===== src/rtl/core/lcv_pkg.sv =====
// lcv_pkg: shared types and constants for the card number validator
// used by lcv_ctrl, lcv_datapath, luhn_card_validator and lcv_checker
package lcv_pkg;

   // decimal digits held after conversion, enough for a 64-bit value
   localparam int DIGITS  = 20;
   localparam int BCD_W   = DIGITS * 4;
   localparam int CNT_W   = 5;

   // verdict codes
   localparam logic [1:0] VERDICT_NONE  = 2'd0;
   localparam logic [1:0] VERDICT_BRAND1 = 2'd1;
   localparam logic [1:0] VERDICT_BRAND2 = 2'd2;
   localparam logic [1:0] VERDICT_BRAND3 = 2'd3;

   // brand rules
   localparam logic [3:0] LEAD_B1     = 4'd4;
   localparam logic [3:0] LEAD_B2_HI  = 4'd3;
   localparam logic [3:0] LEAD_B2_LOA = 4'd4;
   localparam logic [3:0] LEAD_B2_LOB = 4'd7;
   localparam logic [3:0] LEAD_B3_HI  = 4'd5;
   localparam logic [3:0] LEAD_B3_MIN = 4'd1;
   localparam logic [3:0] LEAD_B3_MAX = 4'd5;
   localparam logic [CNT_W-1:0] LEN_13 = 5'd13;
   localparam logic [CNT_W-1:0] LEN_15 = 5'd15;
   localparam logic [CNT_W-1:0] LEN_16 = 5'd16;

   typedef struct packed {
      logic load;
      logic convert;
      logic scan;
      logic finish;
   } cmd_type;

   typedef struct packed {
      logic last_bit;
      logic scan_done;
   } stat_type;

endpackage


===== src/rtl/core/lcv_ctrl.sv =====
// lcv_ctrl: sequencer for load, binary to decimal conversion, digit scan
// and result hand-off; depends on lcv_pkg for command and status structs
module lcv_ctrl (
   input  logic             clock,
   input  logic             reset,
   input  logic             req_valid,
   output logic             req_ready,
   output logic             rsp_valid,
   input  logic             rsp_ready,
   input  lcv_pkg::stat_type stat,
   output lcv_pkg::cmd_type  cmd
);

   localparam logic [1:0] S_IDLE    = 2'd0;
   localparam logic [1:0] S_CONVERT = 2'd1;
   localparam logic [1:0] S_SCAN    = 2'd2;
   localparam logic [1:0] S_FINISH  = 2'd3;

   logic [1:0] state_ff, state_in;
   logic       rsp_valid_ff, rsp_valid_in;

   always_comb begin
      state_in = state_ff;
      cmd      = '0;
      req_ready = 1'b0;
      unique case (state_ff)
         S_IDLE: begin
            req_ready = 1'b1;
            if (req_valid) begin
               cmd.load = 1'b1;
               state_in = S_CONVERT;
            end
         end
         S_CONVERT: begin
            cmd.convert = 1'b1;
            if (stat.last_bit) state_in = S_SCAN;
         end
         S_SCAN: begin
            cmd.scan = 1'b1;
            if (stat.scan_done) state_in = S_FINISH;
         end
         S_FINISH: begin
            // wait until the output register is free
            if (!rsp_valid_ff || rsp_ready) begin
               cmd.finish = 1'b1;
               state_in   = S_IDLE;
            end
         end
         default: state_in = S_IDLE;
      endcase
   end

   always_comb begin
      if (cmd.finish) rsp_valid_in = 1'b1;
      else if (rsp_ready) rsp_valid_in = 1'b0;
      else rsp_valid_in = rsp_valid_ff;
   end

   always_ff @(posedge clock) begin
      if (reset) begin
         state_ff     <= S_IDLE;
         rsp_valid_ff <= 1'b0;
      end else begin
         state_ff     <= state_in;
         rsp_valid_ff <= rsp_valid_in;
      end
   end

   assign rsp_valid = rsp_valid_ff;

endmodule


===== src/rtl/core/lcv_datapath.sv =====
// lcv_datapath: shift-add-3 binary to decimal converter, serial Luhn digit
// scan and result registers; depends on lcv_pkg
module lcv_datapath #(
   parameter int NUMBER_BITS = 64
) (
   input  logic                      clock,
   input  lcv_pkg::cmd_type          cmd,
   output lcv_pkg::stat_type         stat,
   input  logic [63:0]               card_number,
   output logic [1:0]                verdict,
   output logic                      checksum_ok,
   output logic [lcv_pkg::CNT_W-1:0] digit_count
);

   localparam int BitCntW = (NUMBER_BITS > 1) ? $clog2(NUMBER_BITS) : 1;

   logic [NUMBER_BITS-1:0]      bin_ff, bin_in;
   logic [lcv_pkg::BCD_W-1:0]   bcd_ff, bcd_in, bcd_adj;
   logic [BitCntW-1:0]          bit_cnt_ff, bit_cnt_in;
   logic [lcv_pkg::CNT_W-1:0]   dig_cnt_ff, dig_cnt_in;
   logic [3:0]                  acc_ff, acc_in;
   logic [lcv_pkg::CNT_W-1:0]   count_ff, count_in;
   logic [3:0]                  hi_ff, hi_in, lo_ff, lo_in, prev_ff, prev_in;
   logic [1:0]                  verdict_ff, verdict_in;
   logic                        ok_ff, ok_in;
   logic [lcv_pkg::CNT_W-1:0]   dcount_ff, dcount_in;

   logic [3:0] dig;
   logic [4:0] term, sum;
   logic       sum_ok;

   // add 3 to every digit of 5 or more before the shift
   always_comb begin
      for (int j = 0; j < lcv_pkg::DIGITS; j++) begin
         if (bcd_ff[j*4 +: 4] >= 4'd5) bcd_adj[j*4 +: 4] = bcd_ff[j*4 +: 4] + 4'd3;
         else bcd_adj[j*4 +: 4] = bcd_ff[j*4 +: 4];
      end
   end

   // luhn term of the current digit, odd positions doubled with digit sum
   always_comb begin
      dig = bcd_ff[3:0];
      if (dig_cnt_ff[0]) begin
         if (dig < 4'd5) term = {dig, 1'b0};
         else term = {dig, 1'b0} - 5'd9;
      end else begin
         term = {1'b0, dig};
      end
      sum = {1'b0, acc_ff} + term;
   end

   assign stat.last_bit  = (bit_cnt_ff == BitCntW'(NUMBER_BITS - 1));
   assign stat.scan_done = (dig_cnt_ff == lcv_pkg::CNT_W'(lcv_pkg::DIGITS - 1));

   always_comb begin
      bin_in     = bin_ff;
      bcd_in     = bcd_ff;
      bit_cnt_in = bit_cnt_ff;
      dig_cnt_in = dig_cnt_ff;
      acc_in     = acc_ff;
      count_in   = count_ff;
      hi_in      = hi_ff;
      lo_in      = lo_ff;
      prev_in    = prev_ff;
      priority if (cmd.load) begin
         bin_in     = card_number[NUMBER_BITS-1:0];
         bcd_in     = '0;
         bit_cnt_in = '0;
         dig_cnt_in = '0;
         acc_in     = '0;
         count_in   = lcv_pkg::CNT_W'(1);
         hi_in      = '0;
         lo_in      = '0;
         prev_in    = '0;
      end else if (cmd.convert) begin
         bcd_in     = {bcd_adj[lcv_pkg::BCD_W-2:0], bin_ff[NUMBER_BITS-1]};
         bin_in     = bin_ff << 1;
         bit_cnt_in = bit_cnt_ff + 1'b1;
      end else if (cmd.scan) begin
         acc_in = (sum >= 5'd10) ? 4'(sum - 5'd10) : sum[3:0];
         if (dig != 4'd0) begin
            count_in = dig_cnt_ff + 1'b1;
            hi_in    = dig;
            lo_in    = prev_ff;
         end
         prev_in    = dig;
         bcd_in     = bcd_ff >> 4;
         dig_cnt_in = dig_cnt_ff + 1'b1;
      end else begin
         prev_in    = prev_ff;
      end
   end

   always_comb begin
      sum_ok     = (acc_ff == 4'd0);
      verdict_in = lcv_pkg::VERDICT_NONE;
      if (sum_ok) begin
         priority if (hi_ff == lcv_pkg::LEAD_B1 &&
                      (count_ff == lcv_pkg::LEN_13 || count_ff == lcv_pkg::LEN_16))
            verdict_in = lcv_pkg::VERDICT_BRAND1;
         else if (hi_ff == lcv_pkg::LEAD_B2_HI &&
                  (lo_ff == lcv_pkg::LEAD_B2_LOA || lo_ff == lcv_pkg::LEAD_B2_LOB) &&
                  count_ff == lcv_pkg::LEN_15)
            verdict_in = lcv_pkg::VERDICT_BRAND2;
         else if (hi_ff == lcv_pkg::LEAD_B3_HI && lo_ff >= lcv_pkg::LEAD_B3_MIN &&
                  lo_ff <= lcv_pkg::LEAD_B3_MAX && count_ff == lcv_pkg::LEN_16)
            verdict_in = lcv_pkg::VERDICT_BRAND3;
         else
            verdict_in = lcv_pkg::VERDICT_NONE;
      end
      if (cmd.finish) begin
         ok_in     = sum_ok;
         dcount_in = count_ff;
      end else begin
         ok_in      = ok_ff;
         dcount_in  = dcount_ff;
         verdict_in = verdict_ff;
      end
   end

   always_ff @(posedge clock) begin
      bin_ff     <= bin_in;
      bcd_ff     <= bcd_in;
      bit_cnt_ff <= bit_cnt_in;
      dig_cnt_ff <= dig_cnt_in;
      acc_ff     <= acc_in;
      count_ff   <= count_in;
      hi_ff      <= hi_in;
      lo_ff      <= lo_in;
      prev_ff    <= prev_in;
      verdict_ff <= verdict_in;
      ok_ff      <= ok_in;
      dcount_ff  <= dcount_in;
   end

   assign verdict     = verdict_ff;
   assign checksum_ok = ok_ff;
   assign digit_count = dcount_ff;

endmodule


===== src/rtl/core/luhn_card_validator.sv =====
// luhn_card_validator: top level, joins controller and datapath
// depends on lcv_pkg, lcv_ctrl and lcv_datapath
//
// Usage:
//   req channel: req_valid/req_ready with req_card_number, an unsigned
//   binary card number; only the low NUMBER_BITS bits are used.
//   rsp channel: rsp_valid/rsp_ready with rsp_verdict (0 none, 1..3 brand),
//   rsp_checksum_ok (luhn sum multiple of ten) and rsp_digit_count.
//   One result per transfer on req, in order.
// Timing:
//   req_ready is high only while the block is idle. After a transfer the
//   number is converted to 20 decimal digits, one input bit per cycle,
//   then the digits are scanned one per cycle and a finish step loads the
//   result. rsp_valid and req_ready rise together when the result is loaded,
//   so a new item is taken only after the last one is finished.
// Stall and reset:
//   a finished result waits in the output register; the next item is taken
//   meanwhile and holds in its last step until that register is free.
//   Reset clears the sequencer and rsp_valid; no results are pending after it.
module luhn_card_validator #(
   parameter int NUMBER_BITS = 64
) (
   input  logic                      clock,
   input  logic                      reset,
   input  logic                      req_valid,
   output logic                      req_ready,
   input  logic [63:0]               req_card_number,
   output logic                      rsp_valid,
   input  logic                      rsp_ready,
   output logic [1:0]                rsp_verdict,
   output logic                      rsp_checksum_ok,
   output logic [lcv_pkg::CNT_W-1:0] rsp_digit_count
);

   lcv_pkg::cmd_type  cmd;
   lcv_pkg::stat_type stat;

   lcv_ctrl u_ctrl (
      .clock     (clock),
      .reset     (reset),
      .req_valid (req_valid),
      .req_ready (req_ready),
      .rsp_valid (rsp_valid),
      .rsp_ready (rsp_ready),
      .stat      (stat),
      .cmd       (cmd)
   );

   lcv_datapath #(
      .NUMBER_BITS (NUMBER_BITS)
   ) u_datapath (
      .clock       (clock),
      .cmd         (cmd),
      .stat        (stat),
      .card_number (req_card_number),
      .verdict     (rsp_verdict),
      .checksum_ok (rsp_checksum_ok),
      .digit_count (rsp_digit_count)
   );

endmodule


===== config.mk =====
export PLATFORM = sky130hd
export DESIGN_NAME = luhn_card_validator
export DESIGN_NICKNAME = d
export VERILOG_FILES = /design/src/rtl/core/lcv_pkg.sv /design/src/rtl/core/lcv_ctrl.sv /design/src/rtl/core/lcv_datapath.sv /design/src/rtl/core/luhn_card_validator.sv
export SDC_FILE = /design/constraint.sdc
export NUM_CORES = 1
export LEC_CHECK = 0
export ABC_AREA = 1
export BUFFER_PORTS_ARGS = -buffer_cell sky130_fd_sc_hd__clkbuf_2
export CORE_ASPECT_RATIO = 1.2
export CORE_MARGIN = 4
export CORE_UTILIZATION = 40
export CTS_BUF_LIST = sky130_fd_sc_hd__clkbuf_16
export DETAILED_ROUTE_END_ITERATION = 8
export PLACE_DENSITY = 0.59
export SYNTH_ARGS = -nofsm -noshare
export SYNTH_HDL_FRONTEND = slang
export SYNTH_SLANG_ARGS = --single-unit

===== constraint.sdc =====
create_clock -name clock -period 6.8 [get_ports clock]
set_input_delay 0.68 -clock clock [delete_from_list [all_inputs] [get_ports clock]]
set_output_delay 0.68 -clock clock [all_outputs]
set_load 0.05 [all_outputs]

# Word level (Yosys, flattened, before mapping)
# Cells that the tools add are included.
[word_totals]
input_bits = 68
out_inout_bits = 10
ff_bits = 187
[classes]
n_eq_ne = 17
add_sub_neg = 25
n_bitwise = 2
reduce_logical = 20
muxes = 44
magnitude_cmp = 24
[ops]
columns = ["op", "count"]
rows = [
  ["$mux 80", 2],
  ["$mux 64", 2],
  ["$ge 4x3->1 const B", 20],
  ["$mux 4", 20],
  ["$add 4x2->4 const B", 19],
  ["$eq 4x3->1 const B", 4],
  ["$mux 2", 6],
  ["$eq 5x4->1 const B", 2],
  ["$eq 5x5->1 const B", 2],
  ["$mux 1", 10],
  ["$mux 5", 2],
  ["$pmux 2 s4", 1],
  ["$add 6x1->6 const B", 1],
  ["$eq 6x6->1 const B", 1],
  ["$logic_and 1x1->1", 6],
  ["$ne 2x2->1 const B", 3],
  ["$reduce_bool 2->1", 3],
  ["$add 4x5->5", 1],
  ["$add 5x1->5 const B", 1],
  ["$ge 5x4->1 const B", 1],
  ["$sub 5x4->5 const B", 1],
  ["$eq 2x2->1 const B", 2],
  ["$eq 4x2->1 const B", 1],
  ["$ge 4x1->1 const B", 1],
  ["17 further kinds", 20],
]

# Longest topological paths before layout
# Gate-level depths: netlist (run 1).
[depth]
depth_word = 7
mapped_depth = 21
ltp_nobuf = 21

# Hierarchy
# Synthesis (run 1) repeated with hierarchy kept, for this count alone.
[unflattened]
hier_cells = 1284
hier_area_um2 = 9869.5
[modules_own_cells]
columns = ["mod", "cells_per_inst", "area_per_inst_um2", "n_inst"]
rows = [
  ["lcv_datapath", 1246, 9600.5, 1],
  ["lcv_ctrl", 38, 269.0, 1],
]

# Worst setup path before layout (run 1)
# Ideal clock, no wire load.
[synth_path]
path_type = "flip-flop to flip-flop"
from = "register u_ctrl.state_ff[0]"
to = "register u_datapath.bin_ff[0] (enable)"
stages_incl_launch_ff = 6
setup_ns = 0.423
slack_ns = 3.585
synth_period_minus_slack_ns = 3.215
arrival_time_ns = 2.791
cell_sequence = "dfxtp_1 -> inv_1 -> ha_1 -> nand2_1 -> clkbuf_1 -> nand2_1"
[synth_via]
elab_chain_len = 3
word_cells_on_any_way = 5
cone_classes = "1 x eq/ne; 2 x mux; 2 x reduce/logical"
[synth_rtl]
columns = ["element", "line", "rtl"]
rows = [
  ["start, declared", "lcv_ctrl.sv:19", "logic [1:0] state_ff, state_in;"],
  ["start signal, assigned", "lcv_ctrl.sv:64", "state_ff <= state_in;"],
  ["$eq 2x1->1 / $logic_not 2->1 (equally long branches)", "lcv_ctrl.sv:26", "unique case (state_ff)"],
  ["$mux 1", "lcv_ctrl.sv:26", ""],
  ["$reduce_bool 2->1 (no line) (*)", "--", ""],
  ["end signal, assigned", "lcv_datapath.sv:122", "bin_ff <= bin_in;"],
  ["end, declared", "lcv_datapath.sv:17", "logic [NUMBER_BITS-1:0] bin_ff, bin_in;"],
]
# Every way passes the cells marked *; elsewhere a longest branch is shown, timed or not.
# A chain may end at the register's enable or synchronous reset.

# Worst setup path after layout (run 1)
[layout_path]
from = "register u_datapath.bcd_ff[0] (netlist name)"
to = "register u_datapath.acc_ff[2]"
[layout_via]
elab_chain_len = 6
word_cells_on_any_way = 8
cone_classes = "3 x add/sub; 2 x order compare; 3 x mux"
[layout_rtl]
columns = ["element", "line", "rtl"]
rows = [
  ["start, declared", "lcv_datapath.sv:18", "logic [lcv_pkg::BCD_W-1:0] bcd_ff, bcd_in, bcd_adj;"],
  ["start signal, assigned", "lcv_datapath.sv:123", "bcd_ff <= bcd_in;"],
  ["$sub 5x4->5 / $lt 4x3->1 (equally long branches)", "lcv_datapath.sv:45, lcv_datapath.sv:44", ""],
  ["$mux 5", "lcv_datapath.sv:44", "if (dig < 4'd5) term = {dig, 1'b0};"],
  ["$mux 5 (*)", "lcv_datapath.sv:43", "if (dig_cnt_ff[0]) begin"],
  ["$add 4x5->5 (*)", "lcv_datapath.sv:49", "sum = {1'b0, acc_ff} + term;"],
  ["$sub 4x4->4 / $ge 5x4->1 (equally long branches)", "lcv_datapath.sv:80", "acc_in = (sum >= 5'd10) ? 4'(sum - 5'd10) : sum[3:0];"],
  ["$mux 4 (*)", "lcv_datapath.sv:80", ""],
  ["end signal, assigned", "lcv_datapath.sv:126", "acc_ff <= acc_in;"],
  ["end, declared", "lcv_datapath.sv:21", "logic [3:0] acc_ff, acc_in;"],
]
# Marks and branches as above.

==> results of run 1 <==
[placed cells by master (no fill, tap or decap), drive strengths merged, types with 3 or more instances in the layout]
| master | n |
|---|---|
| a211oi | 5 |
| a21oi | 175 |
| a221oi | 37 |
| a31oi | 3 |
| buf | 7 |
| clkbuf | 98 |
| clkinv | 3 |
| dfxtp | 115 |
| edfxtp | 72 |
| ha | 51 |
| inv | 141 |
| nand2 | 293 |
| nand3 | 53 |
| nor2 | 63 |
| nor3 | 5 |
| o211ai | 11 |
| o21ai | 120 |
| or2 | 4 |
| xor2 | 33 |
[worst paths after layout]
path                                    end  slack, ps  cells after the start
setup / recovery       u_datapath.acc_ff[2]       3780                     20
hold / removal    u_datapath.digit_count[3]        440                      0
setup reg to reg       u_datapath.acc_ff[2]       3780                     20
hold reg to reg   u_datapath.digit_count[3]        440                      0
[kinds of logic after synthesis]
logic type                 share of synthesized area (%)
adders and majority gates                           6.65
and+or+nand+nor                                     17.3
AOI/OAI and AO/OA                                   20.0
DFF                                                 45.1
xor gates and xnor gates                            3.01
buffers and inverters                               7.88
[cell usage after synthesis (14+ instances only)]
| library cell | instances | area, um^2 |
|---|---|---|
| a21oi_1 | 173 | 866 |
| a221oi_1 | 37 | 324 |
| buf_2 | 27 | 135 |
| clkbuf_1 | 32 | 120 |
| dfxtp_1 | 115 | 2300 |
| edfxtp_1 | 72 | 2160 |
| ha_1 | 51 | 638 |
| inv_1 | 127 | 477 |
| nand2_1 | 289 | 1080 |
| nand3_1 | 51 | 255 |
| nor2_1 | 62 | 233 |
| o21ai_0 | 105 | 526 |
| o21ai_1 | 14 | 70.1 |
| xor2_1 | 33 | 289 |
[stage by stage]
| stage | util [%] | instance area, um^2 | std cells | hold WS (ps) | setup slack, ps |
|---|---|---|---|---|---|
| after global placement | 43.5 | 10500 | 1591 | 414 | 3870 |
| final | 46.0 | 11100 | 1623 | 436 | 3780 |
| after detailed placement | 43.5 | 10500 | 1591 | 420 | 3790 |
| after global routing | 46.0 | 11100 | 1623 | 446 | 3480 |
| after floorplan | - | 9900 | 1250 | 408 | 3590 |
| after CTS | 46.0 | 11100 | 1623 | 434 | 3770 |
[sequential cells by signal (all words and copies together), names as in the netlist]
| name | cells |
|---|---|
| u_ctrl.rsp_valid | 1 |
| u_ctrl.state_ff | 2 |
| u_datapath.acc_ff | 4 |
| u_datapath.bcd_ff | 80 |
| u_datapath.bin_ff | 64 |
| u_datapath.bit_cnt_ff | 6 |
| u_datapath.checksum_ok | 1 |
| u_datapath.count_ff | 5 |
| u_datapath.dig_cnt_ff | 5 |
| u_datapath.digit_count | 5 |
| u_datapath.hi_ff | 4 |
| u_datapath.lo_ff | 4 |
| u_datapath.prev_ff | 4 |
| u_datapath.verdict | 2 |
[per-layer routing]
layer / GRT usage (%) / vias up / share of wire [%]
met1: 21.2 / 3747 / 48
li1: - / 4298 / -
met2: 26.1 / 142 / 47
met5: 0 / - / 0
met3: 3.82 / 14 / 4.3
met4: 3.74 / 0 / 1.0
[power by group]
group | total, mW | internal, mW | leakage (nW) | switching (mW)
logic | 2.70 | 0.932 | 2.72 | 1.77
registers | 2.13 | 1.79 | 1.65 | 0.338
clock network | 1.02 | 0.590 | 0.316 | 0.435
total | 5.85 | 3.31 | 4.68 | 2.54
[area by class of cell]
class	count	share of cell area (%)
clock buffers	21	4.74
well taps	320	3.61
clock inverters	11	0.778
repair buffers	84	3.95
flip-flops and latches	187	40.2
inverters	135	4.60
multi-input cells	865	42.1
[critical path, cell delays in order, from the launching register on]
cell and delay, ps:
dfxtp_1 440, inv_2 110, ha_1 200, inv_1 100, a21oi_2 100, nor2_4 130, inv_1 80, o21ai_0 80
ha_1 190, inv_1 50, fa_1 410, inv_1 70, nand2_1 60, and2_1 150, ha_1 220, nand2_1 70
nand3_1 100, nand3_2 110, nand2_1 50, nand3_1 90, a21oi_2 60
==> metrics, run 1 <==
outcome finished, final reports clean; post-synth cell types 37; Sinks on Clock Net 187; Worst setup EP type flop; Synth Flop Type dfxtp_1; Seq/Total Area, Yosys 45.1%; DR iter-0 viols 426; register area 4460 um^2; CTS clock-pin slew for the worst setup and hold paths 70 ps; leakage power 4.68 nW; PostCTS Resize Cnt 0; CTS tree yes; final hold viol count 0; Worst Path Arrival 3300 ps; global route overflow 0; vias 8,201; Routed Antenna Nets 0; CTS Root Cell clkbuf_16; number of setup violations in the final report 0; area of the multi-input gates 4670 um^2; Post-synth ARST share 0%; die span in x 152 um; Mean Syn Cell Area 7.92 um^2; row count 62; first-pass GRT wire length 36,900 um; CP Launch Type flop; number of flops mapped to enable cells by yosys 72; cts hold-fix bufs 0; gpl congestion 0.794; layout net count 1,410; RSZ-0062 raised after global routing no; maximum clock rate 0.331 GHz; hold_sp u_datapath.count_ff[3]; Max Clock Skew 11.7 ps; largest net degree at the start of global routing 108; ant diodes 0; clk buf depth 2; Post-Synthesis Cells 1,250; Mapped Nets 1,370; Power Total 5.85 mW; CTS H-tree depth 4; DRC Markers 0; # port buffers 77; Worst Setup Path Type reg -> reg; number of synthesized register bits 187; Slew @ Worst Pin 1070 ps; Post-Syn Area 9900 um^2; TritonRoute pass-1 iters 4; routed wire length 21,400 um; Die Area 27,300 um^2; Fillers 2,366; routed len/inst 13.2 um; IO Count 78; WP data required 7080 ps; hpwl dp 13,600 um; max_slew headroom 28.9%; worst vdd ir 0.000253 V; antenna violations before repair 0; Initial Util 41.0%; synth warn 0; post-CTS setup buffer count 0; critical path peak fanout 7; worst hold path class reg -> reg; Pwr Density 527 nW/um^2; CP Launch Point u_datapath.bcd_ff[0]; worst reg2reg path startpoint u_datapath.bcd_ff[0]; maxcap violations 0; Via density 5.05; overall routing resource usage 15.9%; setup TNS 0 ps; period utilization 44.4%; cts bufs inserted 17; layout cells sized above 1 10.2%; clk_lat worst skew 430 ps; final max-slew violation count 0; die height 180 um; vias in the first global route 7,991; core area 24,100 um^2; Area growth syn-to-layout 12.0%; crit path time final 3020 ps
Power figures use the tool's default switching activity.
==> run 2: changes to the inputs <==
- PLACE_DENSITY: 0.59 -> 0.61
- clock period: 6.8 -> 2.6 ns (I/O delays scaled with it)
==> metrics, run 2 (synthesis gave the netlist of run 1 again) <==
maximum clock rate 0.391 GHz; # port buffers 77; hpwl dp 14,400 um; cts hold-fix bufs 0; Sinks on Clock Net 187; routed len/inst 13.3 um; most common cell after layout, fill and taps aside nand2_1; Initial Util 41.0%; Worst setup EP type flop; largest net degree at the start of global routing 77; Via density 5.10; routed wire length 22,000 um; IO Count 78; Worst Path Arrival 2880 ps; CTS Root Cell clkbuf_16; ant diodes 0; outcome finished, final reports clean; Hold Path End u_ctrl.state_ff[0]; DRC Markers 0; die height 180 um; CTS H-tree depth 4; number of setup violations in the final report 0; period utilization 98.3%; overall routing resource usage 16.5%; first-pass GRT wire length 38,200 um; worst vdd ir 0.000803 V; CTS clock-pin slew for the worst setup and hold paths 70 ps; hold_sp reset; Final Core Density 47.6%; Max Clock Skew 5.84 ps; DR iter-0 viols 511; Die Area 27,300 um^2; cts bufs inserted 17; leakage power 4.84 nW; Worst Setup Path Type reg -> reg; vias in the first global route 8,139; clk_lat worst skew 430 ps; biggest regs u_datapath.bcd_ff x80, u_datapath.bin_ff x64, u_datapath.bit_cnt_ff x6; Routed Antenna Nets 0; worst reg2reg path depth 20; CP Launch Type flop; RSZ-0062 raised after global routing yes; global route overflow 0; core area 24,100 um^2; vias 8,399; Pwr Density 1410 nW/um^2; worst hold path class in -> reg; WP data required 2930 ps; CTS tree yes; die span in x 152 um; R2R setup slack 40 ps; TritonRoute pass-1 iters 5; crit path time final 2560 ps; hold path depth 2; final hold viol count 0; Area growth syn-to-layout 15.9%; worst reg2reg path startpoint u_datapath.bcd_ff[1]; layout cells sized above 1 13.9%; Most flops, register u_datapath.bcd_ff; max reg flops 80; maxcap violations 0; final max-slew violation count 0; placed insts 1,608; gpl congestion 0.790; antenna violations before repair 0; row count 62; Slew @ Worst Pin 609 ps; RR Endpoint u_datapath.acc_ff[1]; max_slew headroom 59.4%; non-filler cells, final 1,647; clk buf depth 2; critical path peak fanout 3; layout net count 1,434; highest-count cells in the layout ignoring fill and taps nand2_1 (284), a21oi_1 (171), inv_1 (125); Fillers 2,300
==> run 2: repair_timing <==
item / in CTS / in global routing
resized for setup: 2 / 20
setup endpoints to repair: 2 / 3
pin swaps: 1 / 21
buffers inserted: 2 / 5
==> run 2: cell type report <==
type / count / area (um^2) / area share [%]
Clock buffer: 20 / 500 / 4.36
Clock inverter: 12 / 130 / 1.13
Inverter: 135 / 513 / 4.47
Multi-Input combinational cell: 865 / 4770 / 41.6
Sequential cell: 187 / 4470 / 38.9
Tap cell: 320 / 400 / 3.49
Timing Repair Buffer: 108 / 688 / 6.00
==> run 2: worst max-delay path by stage <==
stage                                     from              endpoint  slack, ps  depth (start not counted)
final                     u_datapath.bcd_ff[1]  u_datapath.acc_ff[1]         40                         20
after global routing      u_datapath.bcd_ff[1]  u_datapath.acc_ff[1]       -170                         20
after CTS                 u_datapath.bcd_ff[0]  u_datapath.acc_ff[1]        0.5                         18
after detailed placement  u_datapath.bcd_ff[0]  u_datapath.acc_ff[1]        -30                         20
after global placement    u_datapath.bcd_ff[0]  u_datapath.acc_ff[1]         30                         20
after floorplan           u_datapath.bcd_ff[0]  u_datapath.acc_ff[1]         10                         20
==> run 2: layer usage <==
| metal | wire length [um] | track usage [%] |
|---|---|---|
| met5 | 0 | 0 |
| met4 | 237 | 4.39 |
| met3 | 933 | 3.65 |
| met2 | 10500 | 26.6 |
| met1 | 10300 | 22.2 |
==> run 2: power by group <==
group	switching, mW	internal, mW
Clock	1.17	1.60
Sequential	0.862	4.67
Combinational	4.92	2.93
Total	6.95	9.20
==> run 2: worst max-delay path, cell delays in order, from the launching register on <==
cell and delay (ps):
dfxtp_2 320, inv_2 80, ha_4 150, inv_4 40, a21oi_4 180, buf_6 130
nor2_2 30, a211oi_2 220, a21oi_2 70, ha_4 300, inv_1 40, nand2_1 80
and2_4 170, ha_4 140, nand2_2 50, nand3_2 70, nand3_2 80, nand2_1 80
nand2_1 50, o21ai_1 120, inv_1 50
==> run 2: through the flow <==
step | cell area [um^2] | setup TNS (ps) | power (mW) | hold WS (ps) | setup WS, ps
6_report | 11500 | 0 | 16.1 | 28.8 | 44.7
2_1_floorplan | 9930 | 0 | 11.2 | 329 | 12.3
3_5_place_dp | 10700 | -26.9 | 13.1 | 414 | -26.9
3_3_place_gp | 10700 | 0 | 12.9 | 415 | 26.3
5_1_grt | 11500 | -319 | 17.7 | 15.4 | -175
4_1_cts | 11400 | 0 | 16.0 | 11.7 | 0.493
==> run 3: changes to the inputs <==
- CORE_UTILIZATION: 40 -> 45
- PLACE_DENSITY: 0.61 -> 0.67
==> metrics, run 3 (synthesis gave the netlist of run 1 again) <==
outcome finished with violations; violated checks setup timing; Final Core Density 52.4%; number of setup violations in the final report 1; Pwr Density 1420 nW/um^2; critical path peak fanout 5; max_slew headroom 57.1%; ant diodes 0; Final Cell Area 11,400 um^2; Worst Path Arrival 3010 ps; die span in x 143 um; biggest regs u_datapath.bcd_ff x80, u_datapath.bin_ff x64, u_datapath.bit_cnt_ff x6; CP Launch Type flop; clk_lat worst skew 440 ps; Worst Setup Path Type reg -> reg; hpwl dp 13,800 um; routed len/inst 13.4 um; Initial Util 45.6%; CTS clock-pin slew for the worst setup and hold paths 70 ps; worst reg2reg path startpoint u_datapath.bcd_ff[1]; maximum clock rate 0.373 GHz; WP data required 2930 ps; cts bufs inserted 17; highest-count cells in the layout ignoring fill and taps nand2_1 (284), a21oi_1 (173), inv_1 (125); DRC Markers 0; Hold Path End u_ctrl.rsp_valid; final hold viol count 0; IO Count 78; R2R setup slack -80 ps; first-pass GRT wire length 36,200 um; Comb pwr share 48.7%; hold_sp reset; max reg flops 80; CTS Root Cell clkbuf_16; leakage power 4.83 nW; Fillers 2,059; Area growth syn-to-layout 14.8%; Int Pwr 9.06 mW; Via density 5.21; sequential group share of total power 34.3%; Die Area 24,500 um^2; crit path time final 2680 ps; final max-slew violation count 0; overall routing resource usage 17.6%; CTS tree yes; Final Hold Slack 22.8 ps; # port buffers 77; Routed Antenna Nets 0; CTS H-tree depth 4; cts hold-fix bufs 0; worst hold path class in -> reg; row count 59; worst reg2reg path depth 20; Psw 7.03 mW; placed insts 1,561; Most flops, register u_datapath.bcd_ff; global route overflow 0; gpl congestion 0.826; Clock power frac 17.1%; period utilization 103%; Max Clock Skew 11.9 ps; core area 21,700 um^2; Sinks on Clock Net 187; maxcap violations 0; largest net degree at the start of global routing 80; RSZ-0062 raised after global routing yes; most common cell after layout, fill and taps aside nand2_1; worst vdd ir 0.000904 V; non-filler cells, final 1,600; Post-Place Cell Area 10,600 um^2; antenna violations before repair 0; layout net count 1,433; clk buf depth 2; Slew @ Worst Pin 644 ps; vias 8,332; Worst setup EP type flop; Net Sw Frac 43.7%; routed wire length 21,500 um; vias in the first global route 8,018; RR Endpoint u_datapath.acc_ff[1]; TritonRoute pass-1 iters 5; hold path depth 2; PnR worst setup slack -79.9 ps; die height 171 um; DR iter-0 viols 566; layout cells sized above 1 13.5%; Power Total 16.1 mW
[run 3: changes by cell type in the layout (fill, tap and decap cells not counted), moves of 2 or more]
cell       change
a21oi_1        +2
clkbuf_16      -3
clkinv_8       +2
inv_8          +5
clkinv_2       -3
a21oi_2        -2
[run 3: worst max-delay path: stages, from the launching register on]
cell and delay (ps):
dfxtp_2 330, inv_2 80, ha_4 150, inv_4 40, a21oi_4 180, buf_6 130
nor2_2 40, a211oi_2 200, a21oi_1 80, ha_1 400, inv_1 80, nand2_2 80
and2_4 150, ha_4 140, nand2_2 50, nand3_2 70, nand3_2 80, nand2_1 80
nand2_1 60, o21ai_1 130, inv_1 40
[run 3: final cells by class]
class | instances | area, um^2 | share of cell area [%]
inverters | 135 | 513 | 4.51
clock buffers | 17 | 425 | 3.74
flip-flops and latches | 187 | 4470 | 39.3
multi-input cells | 865 | 4750 | 41.8
clock inverters | 15 | 196 | 1.73
repair buffers | 107 | 677 | 5.95
well taps | 274 | 343 | 3.01
[run 3: repair_timing]
| item | CTS | global route |
|---|---|---|
| pin swaps | 3 | 12 |
| setup buffers | 2 | 5 |
| setup endpoints to repair | 2 | 3 |
| gates resized for setup | 4 | 14 |
[run 3: worst max-delay path by stage]
stage | from | endpoint | slack [ps] | cells past startpoint
2_1_floorplan | u_datapath.bcd_ff[0] | u_datapath.acc_ff[1] | 10 | 20
3_3_place_gp | u_datapath.bcd_ff[0] | u_datapath.acc_ff[1] | 30 | 20
3_5_place_dp | u_datapath.bcd_ff[0] | u_datapath.acc_ff[1] | -30 | 20
4_1_cts | u_datapath.bcd_ff[0] | u_datapath.acc_ff[2] | 7 | 20
5_1_grt | u_datapath.bcd_ff[1] | u_datapath.acc_ff[1] | -200 | 20
6_report | u_datapath.bcd_ff[1] | u_datapath.acc_ff[1] | -80 | 20
[run 3: stage by stage]
stage | setup slack [ps] | TNS [ps]
after floorplan | 12.3 | 0
after global placement | 35.0 | 0
after detailed placement | -25.1 | -25.1
after CTS | 6.84 | 0
after global routing | -201 | -367
final | -79.9 | -79.9
[run 3: per-layer routing]
metal | GRT usage [%] | up-vias | routed length, um
li1 | - | 4339 | -
met1 | 23.1 | 3834 | 10200
met2 | 29.5 | 138 | 10300
met3 | 3.77 | 21 | 839
met4 | 4.91 | 0 | 216
met5 | 0 | - | 0
[run 3: power groups by stage]
stage	clock [mW]	combinational [mW]	sequential, mW
finish	2.74	7.83	5.52
global route	2.91	8.99	5.68
CTS	2.80	7.56	5.52
global placement	0	7.30	5.54
detailed placement	0	7.44	5.55
floorplan	0	5.80	5.39
